==> config.mk <==
export PLATFORM = sky130hd
export DESIGN_NAME = recursive_hw_lock_table_core
export DESIGN_NICKNAME = d
export VERILOG_FILES = /design/src/rtl/core/rhlt_pkg.sv /design/src/rtl/core/rhlt_decode.sv /design/src/rtl/core/rhlt_table.sv /design/src/rtl/core/recursive_hw_lock_table_core.sv
export SDC_FILE = /design/constraint.sdc
export NUM_CORES = 1
export LEC_CHECK = 0
export ABC_AREA = 1
export BUFFER_PORTS_ARGS = -buffer_cell sky130_fd_sc_hd__buf_2
export CAP_MARGIN = 5
export CORE_ASPECT_RATIO = 1.4
export CORE_MARGIN = 4
export CORE_UTILIZATION = 50
export DETAILED_ROUTE_END_ITERATION = 8
export GPL_TIMING_DRIVEN = 0
export HOLD_SLACK_MARGIN = 0.03
export PLACE_DENSITY = 0.73
export SLEW_MARGIN = 20
export SYNTH_ARGS = -nofsm -noshare
export SYNTH_HDL_FRONTEND = slang
export SYNTH_SLANG_ARGS = --single-unit
==> constraint.sdc <==
create_clock -name aclk -period 4.2 [get_ports aclk]
set_clock_uncertainty 0.1 [all_clocks]
set_input_delay 0.84 -clock aclk [delete_from_list [all_inputs] [get_ports aclk]]
set_output_delay 0.84 -clock aclk [all_outputs]
set_load 0.1 [all_outputs]
==> src/rtl/core/rhlt_pkg.sv <==
// Shared types and constants for the recursive hardware lock table.
`timescale 1ns / 1ps

package rhlt_pkg;

    localparam int unsigned OP_W     = 1;
    localparam int unsigned RES_W    = 6;
    localparam int unsigned CORE_W   = 1;
    localparam int unsigned STATUS_W = 2;
    localparam int unsigned CHAN_W   = 4;
    localparam int unsigned COUNT_W  = 8;

    localparam int unsigned S_DATA_W = 8;
    localparam int unsigned M_DATA_W = 16;

    localparam logic OP_LOCK   = 1'b0;
    localparam logic OP_UNLOCK = 1'b1;

    typedef enum logic [STATUS_W-1:0] {
        ST_OK    = 2'd0,
        ST_PARAM = 2'd1,
        ST_NOSUP = 2'd2,
        ST_BUSY  = 2'd3
    } status_t;

    // Resource mapping, decoded ahead of the table lookup
    typedef struct packed {
        logic              in_range;
        logic              unit1;
        logic              core_ok;
        logic [RES_W-1:0]  chan_full;
    } dec_t;

    typedef struct packed {
        status_t            status;
        logic               unit_id;
        logic [CHAN_W-1:0]  channel;
        logic [COUNT_W-1:0] count_after;
    } result_t;

endpackage

==> src/rtl/core/rhlt_decode.sv <==
// Resource and core decode: range check and unit/channel mapping.
`timescale 1ns / 1ps

module rhlt_decode #(
    parameter int unsigned NUM_RESOURCES     = 32,
    parameter int unsigned NUM_CORES         = 2,
    parameter int unsigned CHANNELS_PER_UNIT = 16
) (
    input  logic [rhlt_pkg::RES_W-1:0]  resource,
    input  logic [rhlt_pkg::CORE_W-1:0] core,
    output rhlt_pkg::dec_t              dec
);
    import rhlt_pkg::*;

    localparam logic [RES_W:0] RES_LIMIT = (RES_W + 1)'(NUM_RESOURCES);
    localparam logic [RES_W:0] CPU_EXT   = (RES_W + 1)'(CHANNELS_PER_UNIT);
    localparam logic [RES_W:0] CORE_LIM  = (RES_W + 1)'(NUM_CORES);

    logic [RES_W:0] res_ext;

    assign res_ext = {1'b0, resource};

    always_comb begin
        dec.in_range  = res_ext < RES_LIMIT;
        dec.unit1     = res_ext >= CPU_EXT;
        dec.core_ok   = (RES_W + 1)'(core) < CORE_LIM;
        dec.chan_full = dec.unit1 ? (resource - CPU_EXT[RES_W-1:0]) : resource;
    end

endmodule

==> src/rtl/core/rhlt_table.sv <==
// Lock state table: per-core recursion counts and channel held flags.
`timescale 1ns / 1ps

module rhlt_table #(
    parameter int unsigned NUM_CORES         = 2,
    parameter int unsigned COUNT_LIMIT       = 255,
    parameter int unsigned CHANNELS_PER_UNIT = 16
) (
    input  logic                        aclk,
    input  logic                        aresetn,
    input  logic                        apply,
    input  logic [rhlt_pkg::OP_W-1:0]   op,
    input  logic [rhlt_pkg::CORE_W-1:0] core,
    input  rhlt_pkg::dec_t              dec,
    output rhlt_pkg::result_t           result
);
    import rhlt_pkg::*;

    // The core field is one bit, so at most two cores can ever reach the table
    localparam int unsigned EFF_CORES = (NUM_CORES > 2) ? 2 : NUM_CORES;
    localparam int unsigned CH_W = (CHANNELS_PER_UNIT > 1) ? $clog2(CHANNELS_PER_UNIT) : 1;
    localparam logic [COUNT_W-1:0] LIMIT = COUNT_W'(COUNT_LIMIT);

    logic [COUNT_W-1:0] count_reg [CHANNELS_PER_UNIT][EFF_CORES];
    logic               held_reg  [CHANNELS_PER_UNIT];

    logic [CH_W-1:0]    ch_idx;
    logic               core_idx;
    logic [COUNT_W-1:0] cnt;
    logic [COUNT_W-1:0] count_next;
    logic               count_we;
    logic               held_next;
    logic               held_we;

    assign ch_idx   = dec.chan_full[CH_W-1:0];
    assign core_idx = (EFF_CORES > 1) ? core : 1'b0;
    assign cnt      = count_reg[ch_idx][core_idx];

    always_comb begin
        result.status      = ST_OK;
        result.unit_id     = dec.unit1;
        result.channel     = dec.chan_full[CHAN_W-1:0];
        result.count_after = '0;
        count_next         = cnt;
        count_we           = 1'b0;
        held_next          = held_reg[ch_idx];
        held_we            = 1'b0;

        if (!dec.in_range) begin
            result.status  = ST_PARAM;
            result.unit_id = 1'b0;
            result.channel = '0;
        end else if (dec.unit1) begin
            result.status = ST_NOSUP;
        end else if (!dec.core_ok) begin
            result.status = ST_PARAM;
        end else if (op == OP_LOCK) begin
            if (cnt != '0) begin
                if (cnt >= LIMIT) begin
                    result.status      = ST_NOSUP;
                    result.count_after = cnt;
                end else begin
                    count_next         = cnt + 1'b1;
                    count_we           = 1'b1;
                    result.count_after = cnt + 1'b1;
                end
            end else if (held_reg[ch_idx]) begin
                result.status = ST_BUSY;
            end else begin
                // first lock by this core takes the channel
                count_next         = COUNT_W'(1);
                count_we           = 1'b1;
                held_next          = 1'b1;
                held_we            = 1'b1;
                result.count_after = COUNT_W'(1);
            end
        end else begin
            if (cnt == '0) begin
                result.status = ST_PARAM;
            end else begin
                count_next         = cnt - 1'b1;
                count_we           = 1'b1;
                result.count_after = cnt - 1'b1;
                if (cnt == COUNT_W'(1)) begin
                    held_next = 1'b0;
                    held_we   = 1'b1;
                end
            end
        end
    end

    always_ff @(posedge aclk) begin
        if (!aresetn) begin
            for (int i = 0; i < CHANNELS_PER_UNIT; i++) begin
                held_reg[i] <= 1'b0;
                for (int j = 0; j < EFF_CORES; j++) begin
                    count_reg[i][j] <= '0;
                end
            end
        end else if (apply) begin
            if (count_we) begin
                count_reg[ch_idx][core_idx] <= count_next;
            end
            if (held_we) begin
                held_reg[ch_idx] <= held_next;
            end
        end
    end

endmodule

==> src/rtl/core/recursive_hw_lock_table_core.sv <==
// Top level of the recursive hardware lock table.
`timescale 1ns / 1ps
//
// Requests arrive on the s_ stream channel, one lock or unlock per transaction;
// every request gives exactly one response transaction on the m_ channel, in order.
// A request is captured in an input register. From there one pass of decode and
// table logic works out the status, updates the recursion count and the channel
// held flag, and loads the result register that drives the m_ channel. Throughput is one
// request per cycle while the receiver keeps m_tready high, because the count entry
// and held flag of a request are read and written within that single pass, so the
// next request always sees the updated table.
// When the receiver stalls, the result register holds its transaction and the
// input register still takes one more request; after that s_tready drops until
// m_tready returns.
// Reset (aresetn low, synchronous) empties both registers, clears all recursion
// counts and frees every channel; there is no clearing sweep afterwards.

module recursive_hw_lock_table_core #(
    parameter int unsigned NUM_RESOURCES     = 32,
    parameter int unsigned NUM_CORES         = 2,
    parameter int unsigned COUNT_LIMIT       = 255,
    parameter int unsigned CHANNELS_PER_UNIT = 16
) (
    input  logic                            aclk,
    input  logic                            aresetn,
    input  logic                            s_tvalid,
    output logic                            s_tready,
    // op [0], resource [6:1], core [7]
    input  logic [rhlt_pkg::S_DATA_W-1:0]   s_tdata,
    output logic                            m_tvalid,
    input  logic                            m_tready,
    // status [1:0], unit_id [2], channel [6:3], count_after [14:7], zero [15]
    output logic [rhlt_pkg::M_DATA_W-1:0]   m_tdata
);
    import rhlt_pkg::*;

    logic               in_valid_reg;
    logic [OP_W-1:0]    op_reg;
    logic [RES_W-1:0]   res_reg;
    logic [CORE_W-1:0]  core_reg;

    logic               out_valid_reg;
    result_t            out_reg;

    logic               advance;
    logic               apply;
    dec_t               dec;
    result_t            result;

    assign advance  = !out_valid_reg || m_tready;
    assign apply    = in_valid_reg && advance;
    assign s_tready = !in_valid_reg || advance;

    always_ff @(posedge aclk) begin
        if (!aresetn) begin
            in_valid_reg <= 1'b0;
        end else if (s_tready) begin
            in_valid_reg <= s_tvalid;
        end
    end

    always_ff @(posedge aclk) begin
        if (s_tready && s_tvalid) begin
            op_reg   <= s_tdata[0];
            res_reg  <= s_tdata[RES_W:1];
            core_reg <= s_tdata[RES_W+1];
        end
    end

    rhlt_decode #(
        .NUM_RESOURCES     (NUM_RESOURCES),
        .NUM_CORES         (NUM_CORES),
        .CHANNELS_PER_UNIT (CHANNELS_PER_UNIT)
    ) u_decode (
        .resource (res_reg),
        .core     (core_reg),
        .dec      (dec)
    );

    rhlt_table #(
        .NUM_CORES         (NUM_CORES),
        .COUNT_LIMIT       (COUNT_LIMIT),
        .CHANNELS_PER_UNIT (CHANNELS_PER_UNIT)
    ) u_table (
        .aclk    (aclk),
        .aresetn (aresetn),
        .apply   (apply),
        .op      (op_reg),
        .core    (core_reg),
        .dec     (dec),
        .result  (result)
    );

    always_ff @(posedge aclk) begin
        if (!aresetn) begin
            out_valid_reg <= 1'b0;
        end else if (advance) begin
            out_valid_reg <= in_valid_reg;
        end
    end

    always_ff @(posedge aclk) begin
        if (apply) begin
            out_reg <= result;
        end
    end

    assign m_tvalid = out_valid_reg;
    assign m_tdata  = {1'b0, out_reg.count_after, out_reg.channel, out_reg.unit_id,
                       out_reg.status};

endmodule

==> results.yml <==
drt:
  routed_wl_microns: 53300
  drc: 0
  wl_per_cell_microns: 25.0
  first_pass_iters: 6
  ant_nets: 0
  drt_iter0_drc: 1581
  vias_per_cell: 6.01
  vias: 12800
critical_path:
  critical_path_class: "flip-flop to flip-flop"
  cp.arrival_ps: 4320
  cp.required_ps: 4410
  end_kind: "flip-flop"
  crit_end: "u_table.count_reg[4][12]"
  critPathLaunchType: "flip-flop"
  cp_max_fo: 10
  timing.rr.end: "u_table.count_reg[4][12]"
  ff2ff_path_depth: 21
  rrSetupSlack_ps: 90
placed_design:
  preCtsSetupSlack_ps: -726
  numPortBuffers: 28
  place_area_sq_um: 15600
  place_congestion: 1.01
  dp_hpwl_microns: 36900
clocking:
  cts_num_sinks: 301
  cts_root_buf: "clkbuf_16"
  tritoncts: "yes"
  hold_buffers: 0
  clk-insertion-delay-late_ps: 570
  cts.path.max_buffers: 3
  path_clk_slew_ps: 70
  cts_buffers: 29
  htreeDepth: 1
flow_run:
  max_cap_violations: 0
timing:
  finalHoldViolations: 0
  tightest_slew_ps: 1450
  period_needed_ps: 4110
  maxSlewHeadroom_pct: 3.32
  fin_hold_ws_ps: 343
  drv_slew: 0
  finalCritPeriodShare_pct: 97.8
  finalSetupViolations: 0
  fmax_ghz: 0.243
  fin_ws_ps: 91.8
power_and_ir_drop:
  power_frac_comb_pct: 18.2
  switchingPower_mw: 2.25
  p_total_mw: 7.50
  p_leak_nw: 7.17
  ir_drop_uv: 361
  seq_power_share_pct: 45.4
  pwr-share-clk_pct: 36.4
  internal-power_mw: 5.25
  power-per-cell-area_nw_per_um2: 427
  sw_frac_of_total_pct: 30.0
grt:
  overflow: 0
  antenna_found_initial: 0
  grt_max_degree: 17
  grt_util_all_layers_pct: 31.5
  grt_pass1_vias: 12200
  grt_pass1_wl_microns: 75400
synth:
  yosys_warnings: 0
  synth_compound_area_share_pct: 1.94
  synth_nets: 1639
  synthDistinctLibCells: 35
  synthXorXnorAreaFrac_pct: 0.117
  async_flop_share_pct: 0
  synthTopCellsByCount: "nand2_1, nor2_1, edfxtp_1"
  yosys.area.top_type_share_pct: 55.9
  synth_top_family_by_area: "simple AND/OR/NAND/NOR gates"
  ys.flop_type: "edfxtp_1"
  synth-simple-area-share_pct: 33.9
  syn-cell-area_sq_um: 15000
  synthMostInstantiatedCell: "nand2_1"
  synth_fa_ha_area_share_pct: 0.334
  synthTopCellsByArea: "edfxtp_1, nand2_1, nand3_1"
  ys_seq_area_share_pct: 58.8
  ys_ff_latch: 301
  synthCells: 1623
  synth-edff-count: 279
  yosys.area.top_type: "edfxtp_1"
  muxShareOfSynthArea_pct: 0
  syn_area_per_cell_sq_um: 9.24
floorplan:
  pin_count: 30
  start_util_pct: 51.1
  core_sq_um: 29400
  fp.dieH_microns: 213
  die_w_microns: 154
  fp.dieArea_sq_um: 32900
  num_rows: 74
final_layout:
  final_cell_area_sq_um: 17600
  drive_above_1_share_pct: 17.3
  area_delta_synth_final_pct: 17.1
  fill_cells: 2391
  seq_area_sq_um: 8820
  largest_reg_flops: 256
  multi_input_area_sq_um: 5850
  antenna_cells: 0
  fin_nets: 1747
outcome:
  status: "finished, final reports clean"
hold_path:
  hp-class: "input port to flip-flop"
==> cell type report <==
type | count | area share (%)
inverter | 41 | 0.876
clock buffer | 34 | 4.24
tap | 380 | 2.71
buffer | 106 | 3.80
timing repair buffer | 77 | 3.60
sequential | 301 | 50.2
multi-input combinational | 1175 | 33.3
clock inverter | 19 | 1.28
==> worst max-delay path, cell delays in order (launching register included) <==
cell	delay [ps]
dfxtp_2	380
inv_2	100
buf_4	210
buf_4	230
nand2_1	100
nand3_1	150
nand3_1	130
nand2_1	110
nand2_1	110
nand2_1	60
nand2_1	100
nand2_1	170
ha_1	220
inv_1	120
nor2_2	80
nand2_2	170
nand3_1	120
nand2_1	90
o21ai_0	170
a21oi_2	470
buf_2	370
nor2_1	90
==> layout by cell type (no fill, tap or decap), drive strengths merged, types with 3 or more instances in the layout <==
cell / count
clkinvlp: 3
dfxtp: 22
edfxtp: 279
o221ai: 3
inv: 40
clkbuf: 49
o21ai: 26
nand3: 244
a21oi: 13
buf: 168
nor2: 315
nand2: 524
nand4: 36
bufinv: 5
clkinv: 12
ha: 4
==> kinds of logic (layout without fill, tap and decap cells) <==
| logic type | count (synthesis) | in the layout |
|---|---|---|
| xor+xnor | 2 | 2 |
| compound gates | 47 | 47 |
| fa+ha+maj | 4 | 4 |
| simple gates | 1121 | 1121 |
| flops | 301 | 301 |
| other cells | 1 | 1 |
| buf+inv | 147 | 277 |
==> power groups by stage <==
stage          combinational, mW  sequential (mW)  clock, mW
2_1_floorplan              0.697             3.52          0
3_3_place_gp                1.22             3.46          0
6_report                    1.37             3.40       2.73
4_1_cts                     1.27             3.40       2.70
3_5_place_dp                1.23             3.47          0
5_1_grt                     1.41             3.41       2.84
==> repair_timing <==
item / CTS / global route
buffers inserted: 11 / 37
pin swaps: 4 / 10
setup endpoints to repair: 456 / 413
gates resized for setup: 62 / 56
cloned: 0 / 0
==> per-layer routing <==
| metal | global-route usage, % | routed length, microns | up-vias |
|---|---|---|---|
| met3 | 5.74 | 5680 | 271 |
| li1 | - | - | 5658 |
| met4 | 22.3 | 4710 | 0 |
| met1 | 35.6 | 17300 | 5992 |
| met2 | 53.9 | 25600 | 904 |
| met5 | 0 | 0 | - |
==> worst min path at each step <==
stage                                endpoint  slack, ps  cells after the start                 from
after CTS                              op_reg        330                      1           s_tdata[0]
after floorplan                      m_tvalid        380                      2         in_valid_reg
after global routing                   op_reg        330                      1           s_tdata[0]
after detailed placement  u_table.held_reg[5]        410                      4  u_table.held_reg[5]
final                                  op_reg        340                      1           s_tdata[0]
after global placement               m_tvalid        390                      2             m_tvalid
==> metrics by stage <==
step / util, % / cells / setup TNS [ps]
6_report: 59.9 / 2133 / 0
5_1_grt: 59.9 / 2133 / -5.99
4_1_cts: 57.6 / 2095 / -1620
3_5_place_dp: 53.2 / 2031 / -124040
3_3_place_gp: 53.2 / 2031 / -126620
2_1_floorplan: - / 1623 / 0
Power figures use the tool's default switching activity.
